**config.mk**
```make
export PLATFORM = sky130hd
export DESIGN_NAME = grouped_stream_reducer
export DESIGN_NICKNAME = d
export VERILOG_FILES = /design/src/hdl/gsr_pkg.sv /design/src/hdl/grouped_stream_reducer.sv /design/src/hdl/gsr_datapath.sv /design/src/hdl/gsr_ctrl.sv
export VERILOG_INCLUDE_DIRS = /design/src /design/src/hdl
export SDC_FILE = /design/constraint.sdc
export NUM_CORES = 2
export LEC_CHECK = 0
export ABC_CLOCK_PERIOD_IN_PS = 14400
export BUFFER_PORTS_ARGS = -buffer_cell sky130_fd_sc_hd__buf_2
export CAP_MARGIN = 20
export CORE_MARGIN = 2
export CORE_UTILIZATION = 40
export CTS_CLUSTER_DIAMETER = 200
export CTS_CLUSTER_SIZE = 16
export DETAILED_ROUTE_END_ITERATION = 8
export GPL_TIMING_DRIVEN = 0
export SYNTH_ARGS = -nofsm -noshare
export SYNTH_HDL_FRONTEND = slang
export SYNTH_HIERARCHICAL = 1
export SYNTH_SLANG_ARGS = --single-unit
```
**constraint.sdc**
```tcl
create_clock -name clk -period 14.4 [get_ports clk]
set_clock_uncertainty 0.15 [all_clocks]
set_input_delay 1.44 -clock clk [delete_from_list [all_inputs] [get_ports clk]]
set_output_delay 1.44 -clock clk [all_outputs]
set_load 0.1 [all_outputs]
```
**src/hdl/grouped_stream_reducer_defines.svh**
```systemverilog
// Assertion macros for the grouped stream reducer.
// Included by modules that check their own control logic; no other dependencies.
`ifndef GROUPED_STREAM_REDUCER_DEFINES_SVH
`define GROUPED_STREAM_REDUCER_DEFINES_SVH

`ifndef SYNTH
// Check a property on every rising edge of clk, suspended while arst_n is low.
`define GSR_ASSERT(label, prop, msg) \
	label: assert property (@(posedge clk) disable iff (!arst_n) (prop)) else $error(msg);
// Check a property on every rising edge of clk, also during reset.
`define GSR_ASSERT_ALWAYS(label, prop, msg) \
	label: assert property (@(posedge clk) (prop)) else $error(msg);
`else
`define GSR_ASSERT(label, prop, msg)
`define GSR_ASSERT_ALWAYS(label, prop, msg)
`endif

`endif

```
**src/hdl/gsr_pkg.sv**
```systemverilog
// Shared types and constants for the grouped stream reducer.
// No dependencies; imported by the controller, datapath and top level.
`default_nettype none

package gsr_pkg;

	localparam int SAMPLE_WIDTH    = 32;
	localparam int ACC_WIDTH       = 64;
	localparam int OUT_WIDTH       = 32;
	localparam int ROOT_WIDTH      = ACC_WIDTH / 2;
	localparam int ROOT_STEPS      = ROOT_WIDTH;
	localparam int STEP_WIDTH      = $clog2(ROOT_STEPS);
	localparam int REM_WIDTH       = ROOT_WIDTH + 3;
	localparam int GROUP_WIDTH     = 16;
	localparam int MODE_WIDTH      = 3;
	localparam int CFG_INDEX_WIDTH = 2;
	localparam int CFG_DATA_WIDTH  = 16;

	localparam logic [CFG_INDEX_WIDTH-1:0] CFG_MODE       = CFG_INDEX_WIDTH'(0);
	localparam logic [CFG_INDEX_WIDTH-1:0] CFG_GROUP_SIZE = CFG_INDEX_WIDTH'(1);

	typedef enum logic [MODE_WIDTH-1:0] {
		MODE_SUM      = 3'd0,
		MODE_MAX      = 3'd1,
		MODE_MIN      = 3'd2,
		MODE_ABSMAX   = 3'd3,
		MODE_ABSMIN   = 3'd4,
		MODE_RSS      = 3'd5,
		MODE_FIRSTABS = 3'd6
	} mode_t;

	typedef enum logic [2:0] {
		ST_IDLE,
		ST_SQUARE,
		ST_ACC,
		ST_RINIT,
		ST_ROOT,
		ST_LOAD
	} state_t;

	typedef struct packed {
		logic signed [SAMPLE_WIDTH-1:0] sample;
		logic                           vector_end;
	} in_item_t;

	typedef struct packed {
		logic signed [OUT_WIDTH-1:0] reduced;
		logic                        last_group;
	} out_item_t;

	typedef struct packed {
		logic load_in;
		logic square;
		logic accum;
		logic root_init;
		logic root_step;
		logic load_out;
	} dp_cmd_t;

	typedef struct packed {
		logic group_end;
		logic rss;
		logic root_done;
	} dp_status_t;

endpackage

`default_nettype wire

```
**src/hdl/grouped_stream_reducer.sv**
```systemverilog
// Top level of the grouped stream reducer: configuration registers,
// controller and datapath. Depends on gsr_pkg, gsr_ctrl and gsr_datapath.
//
// Reduces a stream of signed Q16.16 samples to one result per group of group_size samples
// (group_size 0: one group per vector; a sample with vector_end closes the vector and its
// partial group). Modes: sum, max, min, absmax, absmin, root sum of squares, first absolute;
// max seeds each group with the absolute value of its first sample, min with the sample itself.
// The accumulator is 64 bits and saturates; every result saturates to 32 bits. Each request
// passes through accept, square and accumulate. A request that closes a group then loads the
// output register; in root-sum-of-squares mode it first waits while the square root of the
// accumulator is computed by a restoring unit that resolves one result bit per cycle. The
// output register frees the input side: a finished result may wait for out_ready while the
// next request is taken, and the block stalls only when a second result is ready behind it.
// Write mode (index 0) and group_size (index 1) only while the block is idle; cfg_ready is
// always high and writes to other indexes are dropped.
`default_nettype none

module grouped_stream_reducer (
	input  wire logic                                  clk,
	input  wire logic                                  arst_n,
	input  wire logic                                  in_valid,
	output logic                                       in_ready,
	input  wire gsr_pkg::in_item_t                     in_data,
	output logic                                       out_valid,
	input  wire logic                                  out_ready,
	output gsr_pkg::out_item_t                         out_data,
	input  wire logic                                  cfg_valid,
	output logic                                       cfg_ready,
	input  wire logic [gsr_pkg::CFG_INDEX_WIDTH-1:0]   cfg_index,
	input  wire logic [gsr_pkg::CFG_DATA_WIDTH-1:0]    cfg_data
);
	import gsr_pkg::*;

	mode_t                  mode_q;
	logic [GROUP_WIDTH-1:0] group_size_q;
	dp_cmd_t                cmd;
	dp_status_t             sts;

	// Configuration is always writable; decode the index and drop unknown ones.
	assign cfg_ready = 1'b1;

	always_ff @(posedge clk or negedge arst_n) begin
		if (!arst_n) begin
			mode_q       <= MODE_SUM;
			group_size_q <= '0;
		end else if (cfg_valid) begin
			unique case (cfg_index)
				CFG_MODE:       mode_q       <= mode_t'(cfg_data[MODE_WIDTH-1:0]);
				CFG_GROUP_SIZE: group_size_q <= cfg_data[GROUP_WIDTH-1:0];
				default: ;
			endcase
		end
	end

	// Controller: one request at a time, sequenced through the datapath.
	gsr_ctrl u_ctrl (
		.clk       (clk),
		.arst_n    (arst_n),
		.in_valid  (in_valid),
		.in_ready  (in_ready),
		.out_valid (out_valid),
		.out_ready (out_ready),
		.cmd       (cmd),
		.sts       (sts)
	);

	// Datapath: accumulator, group counter, square root and result register.
	gsr_datapath u_datapath (
		.clk        (clk),
		.arst_n     (arst_n),
		.cmd        (cmd),
		.sts        (sts),
		.mode       (mode_q),
		.group_size (group_size_q),
		.in_data    (in_data),
		.out_data   (out_data)
	);

endmodule

`default_nettype wire

```
**src/hdl/gsr_datapath.sv**
```systemverilog
// Datapath of the grouped stream reducer: sample register, squarer,
// accumulator, group counter, bit-serial square root and result register. Uses gsr_pkg.
`default_nettype none

module gsr_datapath (
	input  wire logic                               clk,
	input  wire logic                               arst_n,
	input  wire gsr_pkg::dp_cmd_t                   cmd,
	output gsr_pkg::dp_status_t                     sts,
	input  wire gsr_pkg::mode_t                     mode,
	input  wire logic [gsr_pkg::GROUP_WIDTH-1:0]    group_size,
	input  wire gsr_pkg::in_item_t                  in_data,
	output gsr_pkg::out_item_t                      out_data
);
	import gsr_pkg::*;

	localparam logic [ACC_WIDTH-1:0] ACC_MAX = {1'b0, {(ACC_WIDTH-1){1'b1}}};
	localparam logic [ACC_WIDTH-1:0] ACC_MIN = {1'b1, {(ACC_WIDTH-1){1'b0}}};
	localparam logic [OUT_WIDTH-1:0] OUT_MAX = {1'b0, {(OUT_WIDTH-1){1'b1}}};
	localparam logic [OUT_WIDTH-1:0] OUT_MIN = {1'b1, {(OUT_WIDTH-1){1'b0}}};

	logic signed [ACC_WIDTH-1:0]  x_q;
	logic                         vend_q;
	logic [ACC_WIDTH-1:0]         sq_q;
	logic [ACC_WIDTH-1:0]         acc_q;
	logic [GROUP_WIDTH-1:0]       cnt_q;
	logic [ACC_WIDTH-1:0]         rad_q;
	logic [REM_WIDTH-1:0]         rem_q;
	logic [ROOT_WIDTH-1:0]        root_q;
	logic [STEP_WIDTH-1:0]        step_q;
	out_item_t                    out_q;

	logic [ACC_WIDTH-1:0]         mag;
	logic [ACC_WIDTH-1:0]         sq_d;
	logic [ACC_WIDTH-1:0]         acc_d;
	logic                         gend;
	logic [REM_WIDTH-1:0]         rem_sh;
	logic [REM_WIDTH-1:0]         trial;
	logic [OUT_WIDTH-1:0]         sat_acc;
	logic [OUT_WIDTH-1:0]         sat_root;

	// Magnitude and saturating square of the held sample.
	always_comb begin
		mag = x_q[ACC_WIDTH-1] ? ACC_WIDTH'(-x_q) : ACC_WIDTH'(x_q);
		if (|mag[ACC_WIDTH-1:ROOT_WIDTH]) begin
			sq_d = '1;
		end else begin
			sq_d = ACC_WIDTH'(mag[ROOT_WIDTH-1:0] * mag[ROOT_WIDTH-1:0]);
		end
	end

	// One accumulation step under the current mode.
	always_comb begin
		logic                        first;
		logic signed [ACC_WIDTH-1:0] ax;
		logic signed [ACC_WIDTH-1:0] base;
		logic [ACC_WIDTH:0]          usum;
		logic [ACC_WIDTH:0]          ssum;
		first = (cnt_q == '0);
		ax    = $signed(mag);
		base  = $signed(acc_q);
		usum  = '0;
		ssum  = '0;
		acc_d = acc_q;
		case (mode)
			MODE_RSS: begin
				usum  = {1'b0, (first ? '0 : acc_q)} + {1'b0, sq_q};
				acc_d = usum[ACC_WIDTH] ? '1 : usum[ACC_WIDTH-1:0];
			end
			MODE_SUM: begin
				base  = first ? '0 : $signed(acc_q);
				ssum  = {base[ACC_WIDTH-1], base} + {x_q[ACC_WIDTH-1], x_q};
				if (ssum[ACC_WIDTH] != ssum[ACC_WIDTH-1]) begin
					acc_d = ssum[ACC_WIDTH] ? ACC_MIN : ACC_MAX;
				end else begin
					acc_d = ssum[ACC_WIDTH-1:0];
				end
			end
			default: begin
				base  = first ? ax : $signed(acc_q);
				acc_d = base;
				if (mode == MODE_MAX && x_q > base) begin
					acc_d = x_q;
				end else if (mode == MODE_MIN && x_q < base) begin
					acc_d = x_q;
				end else if (mode == MODE_ABSMAX && ax > base) begin
					acc_d = ax;
				end else if (mode == MODE_ABSMIN && ax < base) begin
					acc_d = ax;
				end
			end
		endcase
	end

	assign gend = vend_q ||
		(group_size != '0 && ({1'b0, cnt_q} + 1'b1) >= {1'b0, group_size});

	// Restoring square root, two radicand bits per step.
	assign rem_sh = {rem_q[REM_WIDTH-3:0], rad_q[ACC_WIDTH-1:ACC_WIDTH-2]};
	assign trial  = {1'b0, root_q, 2'b01};

	assign sat_acc = (acc_q[ACC_WIDTH-1:OUT_WIDTH-1] == '0 ||
		acc_q[ACC_WIDTH-1:OUT_WIDTH-1] == '1) ? acc_q[OUT_WIDTH-1:0] :
		(acc_q[ACC_WIDTH-1] ? OUT_MIN : OUT_MAX);
	assign sat_root = root_q[ROOT_WIDTH-1] ? OUT_MAX : OUT_WIDTH'(root_q);

	always_ff @(posedge clk) begin
		if (cmd.load_in) begin
			x_q    <= {{(ACC_WIDTH-SAMPLE_WIDTH){in_data.sample[SAMPLE_WIDTH-1]}},
				in_data.sample};
			vend_q <= in_data.vector_end;
		end
		if (cmd.square) begin
			sq_q <= sq_d;
		end
		if (cmd.root_init) begin
			rad_q  <= acc_q;
			rem_q  <= '0;
			root_q <= '0;
			step_q <= '0;
		end else if (cmd.root_step) begin
			rad_q  <= {rad_q[ACC_WIDTH-3:0], 2'b00};
			step_q <= step_q + 1'b1;
			if (rem_sh >= trial) begin
				rem_q  <= rem_sh - trial;
				root_q <= {root_q[ROOT_WIDTH-2:0], 1'b1};
			end else begin
				rem_q  <= rem_sh;
				root_q <= {root_q[ROOT_WIDTH-2:0], 1'b0};
			end
		end
		if (cmd.load_out) begin
			out_q.reduced    <= (mode == MODE_RSS) ? sat_root : sat_acc;
			out_q.last_group <= vend_q;
		end
	end

	always_ff @(posedge clk or negedge arst_n) begin
		if (!arst_n) begin
			acc_q <= '0;
			cnt_q <= '0;
		end else if (cmd.accum) begin
			acc_q <= acc_d;
			if (gend) begin
				cnt_q <= '0;
			end else if (cnt_q != '1) begin
				cnt_q <= cnt_q + 1'b1;
			end
		end
	end

	assign sts.group_end = gend;
	assign sts.rss       = (mode == MODE_RSS);
	assign sts.root_done = (step_q == STEP_WIDTH'(ROOT_STEPS - 1));
	assign out_data      = out_q;

endmodule

`default_nettype wire

```
**src/hdl/gsr_ctrl.sv**
```systemverilog
// Controller of the grouped stream reducer: sequences each sample through square and accumulate,
// and at a group end through root (rss mode only) and result load. Uses gsr_pkg and the assertion macros.
`default_nettype none
`include "grouped_stream_reducer_defines.svh"

module gsr_ctrl (
	input  wire logic                 clk,
	input  wire logic                 arst_n,
	input  wire logic                 in_valid,
	output logic                      in_ready,
	output logic                      out_valid,
	input  wire logic                 out_ready,
	output gsr_pkg::dp_cmd_t          cmd,
	input  wire gsr_pkg::dp_status_t  sts
);
	import gsr_pkg::*;

	state_t state_q;
	state_t state_d;
	logic   out_valid_q;

	always_ff @(posedge clk or negedge arst_n) begin
		if (!arst_n) begin
			state_q     <= ST_IDLE;
			out_valid_q <= 1'b0;
		end else begin
			state_q <= state_d;
			if (cmd.load_out) begin
				out_valid_q <= 1'b1;
			end else if (out_ready) begin
				out_valid_q <= 1'b0;
			end
		end
	end

	always_comb begin
		state_d  = state_q;
		cmd      = '0;
		in_ready = 1'b0;
		unique case (state_q)
			ST_IDLE: begin
				in_ready = 1'b1;
				if (in_valid) begin
					cmd.load_in = 1'b1;
					state_d     = ST_SQUARE;
				end
			end
			ST_SQUARE: begin
				cmd.square = 1'b1;
				state_d    = ST_ACC;
			end
			ST_ACC: begin
				cmd.accum = 1'b1;
				if (!sts.group_end) begin
					state_d = ST_IDLE;
				end else if (sts.rss) begin
					state_d = ST_RINIT;
				end else begin
					state_d = ST_LOAD;
				end
			end
			ST_RINIT: begin
				cmd.root_init = 1'b1;
				state_d       = ST_ROOT;
			end
			ST_ROOT: begin
				cmd.root_step = 1'b1;
				if (sts.root_done) begin
					state_d = ST_LOAD;
				end
			end
			ST_LOAD: begin
				// hold the result until the output register is free
				if (!out_valid_q || out_ready) begin
					cmd.load_out = 1'b1;
					state_d      = ST_IDLE;
				end
			end
			default: begin
				state_d = ST_IDLE;
			end
		endcase
	end

	assign out_valid = out_valid_q;

	`GSR_ASSERT(a_no_overwrite, cmd.load_out |-> (!out_valid_q || out_ready), "result overwritten")
	`GSR_ASSERT(a_cmd_onehot, $onehot0(cmd), "datapath commands overlap")
	`GSR_ASSERT(a_root_only_rss, (state_q == ST_ROOT) |-> sts.rss, "root outside rss mode")
	`GSR_ASSERT(a_accept_then_square, (in_valid && in_ready) |=> (state_q == ST_SQUARE), "accept did not advance")

endmodule

`default_nettype wire
```
* Yosys cells after proc, flatten, opt, wreduce, memory -nomap -nowiden
Index checks and enable logic that the tools add are counted.
W data, S select, Z words.
** Word-level totals
- Register bits :: 367
- Input bits :: 56
- Output and inout port bits :: 36
- Word-level logic and storage cells :: 108
** Cells by class
- Add/subtract/negate cells :: 7
- $mul :: 1
- Order comparisons :: 6
- Equality and inequality tests :: 18
- Muxes and demuxes :: 38
- Reduce and logical (&&, ||, !) cells :: 23
** Operators with widths (number)
- $mux W64 :: 12
- $pmux W64 S2 :: 1
- $mux W32 :: 3
- $add A64 B32 Y65 :: 1
- $add A64 B64 Y65 :: 1
- $gt A32 B64 Y1 :: 1
- $gt A64 B64 Y1 :: 1
- $lt A32 B64 Y1 :: 1
- $lt A64 B64 Y1 :: 1
- $mul A32 B32 Y64 :: 1
- $neg A32 Y64 :: 1
- $ge A35 B34 Y1 :: 1
- $eq A33 B33 Y1 const B :: 1
- $logic_not A33 Y1 :: 1
- $mux W33 :: 1
- $sub A33 B33 Y33 :: 1
- $mux W16 :: 2
- $reduce_or A32 Y1 :: 1
- $mux W31 :: 1
- $pmux W3 S6 :: 1
- $add A16 B1 Y17 const B :: 1
- $ge A17 B16 Y1 :: 1
- $add A16 B1 Y16 const B :: 1
- $logic_not A16 Y1 :: 1
- 21 further kinds :: 55

* Logic depth before layout (Yosys ltp)
- Depth after elaboration :: 10
- Mapped depth :: 42
- Gate-level depth less buffers :: 38

* Cells and area by module
The synthesis kept the hierarchy.
** By module, submodules not included
- gsr_datapath :: times used 1, cells an instance 6497, area an instance 57626.5 um2, sequential area each 9228.9 um2
- grouped_stream_reducer :: times used 1, cells an instance 43, area an instance 782.0 um2, sequential area each 475.5 um2
- gsr_ctrl :: times used 1, cells an instance 31, area an instance 261.5 um2, sequential area each 100.1 um2

* Least setup slack after synthesis
No wires, ideal clock.
- Path type :: register -> register
- Start point :: register u_datapath.x_q[0]
- End point :: register u_datapath.sq_q[62] (data pin)
- Library setup time :: 0.258 ns
- Arrival time :: 10.492 ns
- Required time :: 13.992 ns
- Setup slack :: 3.500 ns
- Stages on the path, launching flop included :: 39
- Path buffers :: 5
- Period minus slack after synthesis :: 10.900 ns
- Cell sequence :: edfxtp_1 > inv_1 > clkbuf_1 > clkbuf_1 > ha_1 > nand2b_1 > nand2b_1 > or3_1 > or4_1 > or4_4 > nand2_1 > xnor2_1 > clkbuf_1 > clkbuf_1 > nand2_1 > fa_1 > inv_1 > fa_1 > (+3 left out) > inv_1 > fa_1 > fa_1 > fa_1 > fa_1 > ha_1 > clkbuf_1 > nand4_1 > or2_2 > or3_1 > o221ai_1 > a211oi_1 > o31a_1 > nor2_1 > o221ai_1 > a21oi_1 > a311o_1 > xnor2_1
** On the way
- Longest elaborated chain between the ends :: 3
- Elaborated cells on any way between the ends :: 4
- Those cells by class :: add/sub (1); mul (1); mux (1); reduce/logical (1)
** RTL lines
- start: declaration :: line gsr_datapath.sv:22 : logic signed [ACC_WIDTH-1:0] x_q;
- start signal: assignment :: line gsr_datapath.sv:109 : x_q <= {{(ACC_WIDTH-SAMPLE_WIDTH){in_data.sample[SAMPLE_WIDTH-1]}},
- $neg A32 Y64 :: line gsr_datapath.sv:44 : mag = x_q[ACC_WIDTH-1] ? ACC_WIDTH'(-x_q) : ACC_WIDTH'(x_q);
- $mux W64 * :: line gsr_datapath.sv:44
- $mul A32 B32 Y64 or $reduce_or A32 Y1 (tied branches) :: line gsr_datapath.sv:48, gsr_datapath.sv:45
- end signal: assignment :: line gsr_datapath.sv:114 : sq_q <= sq_d;
- end: declaration :: line gsr_datapath.sv:24 : logic [ACC_WIDTH-1:0] sq_q;
Every way passes the cells marked *; elsewhere a longest branch is shown, timed or not.
A chain may end at the register's enable or synchronous reset.

* Worst setup path after layout
- Start point :: register u_datapath.x_q[0]
- End point :: register u_datapath.sq_q[52] (data pin)
Same word-level chain as after synthesis.

==> summary.txt <==
Outcome
  • Status: complete, no violations

Yosys
  • Synthesized area per cell: 8.93 um2
  • Dominant cell type by area after synthesis: fa_1
  • Compound-cell area share of the yosys netlist: ~15%
  • Synth Cell Area: 58700 um2
  • Register area share after synthesis: 16.7%
  • Yosys warns: 6
  • Synth cell types: between 90 and 100
  • Synth top area share: 27.3%
  • Most frequent cell after synthesis: inv_1
  • Synth top area cells: fa_1, ha_1, edfxtp_1
  • Largest family of logic cells by synthesized area: adder cells
  • Adder-Cell Fraction of Synth Area: 39.8%
  • XOR/XNOR Fraction of Synth Area: 4.10%
  • Synthesized instance count: 6571
  • Top_reg_cell synth: edfxtp_1
  • Post-synthesis simple-gate area fraction: between 10% and 20%
  • #FFs+latches synth: 367
  • Post-synth EDFFs: approximately 190
  • Asr flop ratio synth: between 20% and 30%
  • Commonest cells in the netlist: inv_1, fa_1, nor2_1
  • Post-synthesis mux area share: 3.07%

Layout
  • Layout area overhead: 8.13%
  • # fillers: about 14000
  • Design area: 63400 um2
  • Nets: 8240
  • Fraction of layout instances using a drive strength above 1: 4.91%

Die
  • Core area: 146000 um2
  • Initial Util: 40.3%
  • Io pins: just over 90
  • Die Height: 387 um
  • Die area: about 150000 um2
  • Die width: 387 um
  • Cell row count: between 100 and 150

Clock tree
  • Clk pin slew, worst setup/hold paths: roughly 90 ps
  • Total CTS buffers: 27
  • H-Tree Depth: 1
  • Clk buf depth: 3
  • Cts hold-fix bufs: 0
  • Clk_lat worst skew: 680 ps
  • CTS sink count: 367
  • CTS tree: yes
  • CTS root buf: clkbuf_16

Setup path
  • WP data required: 14690 ps
  • Startpoint Class: register
  • WS Path Type: register to register
  • CP max-delay cell: xor2_1
  • Crit Path Max Fanout: 11
  • CP max stage delay: about 840 ps
  • Crit path DAT: 14310 ps
  • Cell mode on critical path: fa_1
  • Worst setup EP type: register

Global route
  • Largest net degree at the start of global routing: between 50 and 60
  • Vias in the first global route: 49500
  • Gr usage total: 28.5%
  • Initial antenna violation count: 2
  • Remaining global-route overflow: 0
  • First-pass GRT wire length: 319000 um

Timing
  • Final Hold Fails: 0
  • Slew @ Worst Pin: 1320 ps
  • Setup TNS: 0 ps
  • Worst Slack Setup Final: about 380 ps
  • Period utilization: 97.4%
  • RSZ-0062 raised after global routing: no
  • Max Slew Vio Count: 0
  • Final setup violation count: 0
  • Tmin final: 14020 ps
  • FMAX: ~71 MHz
  • Relative slew slack: 11.3%

Placed design
  • Hpwl dp: 181000 um
  • Buffers added on ports: 90
  • Placed cell area: between 60000 and 70000 um2
  • GP Congestion: 1.02
  • Dpl ws: -1260 ps

Drt
  • Vias/cell: 5.65
  • DRT iter0 DRCs: 4718
  • WL final: 217000 um
  • DR pass1 iterations: 6
  • Antenna viol nets, final: 0
  • DR WL/cell: about 25 um
  • DR DRC count: 0
  • Vias: between 40000 and 50000

Job
  • Max Cap Viol: 0

Hold path
  • Hold Crit Class: register to register
==> final timing paths <==
check / start / endpoint / slack (ps) / cells after the start
worst max register to register: u_datapath/x_q[0] / u_datapath/sq_q[52] / 380 / 36
worst min-delay path: u_datapath/rem_q[2] / u_datapath/rem_q[2] / 340 / 2
worst min register to register: u_datapath/rem_q[2] / u_datapath/rem_q[2] / 340 / 2
max in group asynchronous: arst_n / u_datapath/acc_q[27] / 12790 / 2
min in group asynchronous: arst_n / group_size_q[9] / 630 / 1
worst max-delay path: u_datapath/x_q[0] / u_datapath/sq_q[52] / 380 / 36
==> repair_timing <==
item,CTS,global route
endpoints found under the setup margin,21,8
pin swaps,0,0
setup buffers,0,2
gates resized for setup,5,11
==> registers in the layout, summed over array words and instances (netlist names) <==
name and count:
u_datapath/acc_q 64, u_datapath/rad_q 64, u_datapath/sq_q 64, u_datapath/out_data 33
u_datapath/rem_q 33, u_datapath/root_q 32, u_datapath/x_q 32, group_size_q 16
u_datapath/cnt_q 16, u_datapath/step_q 5, mode_q 3, u_ctrl/state_q 3
u_ctrl/out_valid 1, u_datapath/vend_q 1
==> metrics by stage <==
stage | util (%) | instances | hold slack, ps
finish | 43.6 | 8735 | 344
global route | 43.6 | 8734 | 376
CTS | 43.5 | 8728 | 348
detailed placement | 43.0 | 8680 | 332
floorplan | - | 6626 | 298
global placement | 42.4 | 8633 | 320
==> cell type report <==
cell class / instances / area [um2] / area share [%]
Antenna cell: 1 / 2.50 / 0.00394
Buffer: 283 / 1110 / 1.75
Clock buffer: 48 / 766 / 1.21
Clock inverter: 2 / 36.3 / 0.0572
Inverter: 1142 / 4290 / 6.77
Multi-Input combinational cell: 4832 / 43800 / 69.0
Sequential cell: 367 / 9800 / 15.5
Tap cell: 1917 / 2400 / 3.78
Timing Repair Buffer: 143 / 1250 / 1.98
==> cells by family after synthesis <==
kind of cell | Yosys count
xor+xnor | 274
flops | 367
compound gates | 1322
simple gates | 1625
other cells | 3
buf+inv | 1427
fa+ha+maj | 1388
mux | 165
==> metal layers <==
| metal | GRT usage (%) | routed length, um |
|---|---|---|
| met5 | 0 | 0 |
| met1 | 38.3 | 89600 |
| met3 | 5.03 | 19600 |
| met2 | 45.5 | 97600 |
| met4 | 11.4 | 10200 |
==> worst max-delay path, delay by kind of cell (launching register included) <==
family / cells / cell delay [ps]
fa+ha+maj: 10 / 4540
buf+inv: 10 / 2860
compound gates: 8 / 2450
simple gates: 7 / 2150
xor+xnor: 1 / 840
flops: 1 / 730
==> layout by cell type, fill, tap and decap left out, types with 85 or more instances in the layout <==
master,count
inv_1,1126
fa_1,799
nor2_1,608
ha_1,589
nand2_1,486
a21oi_1,341
o21ai_0,286
clkbuf_1,268
edfxtp_1,194
a21o_1,157
xnor2_1,156
xor2_1,108
dfrtp_1,103
buf_2,95
a31oi_1,91
a211oi_1,86
and2_1,85
nand4_1,85
Power is left out: the tool's default activity adds up to more than one toggle a clock period on the data nets, which glitch-free logic cannot reach.
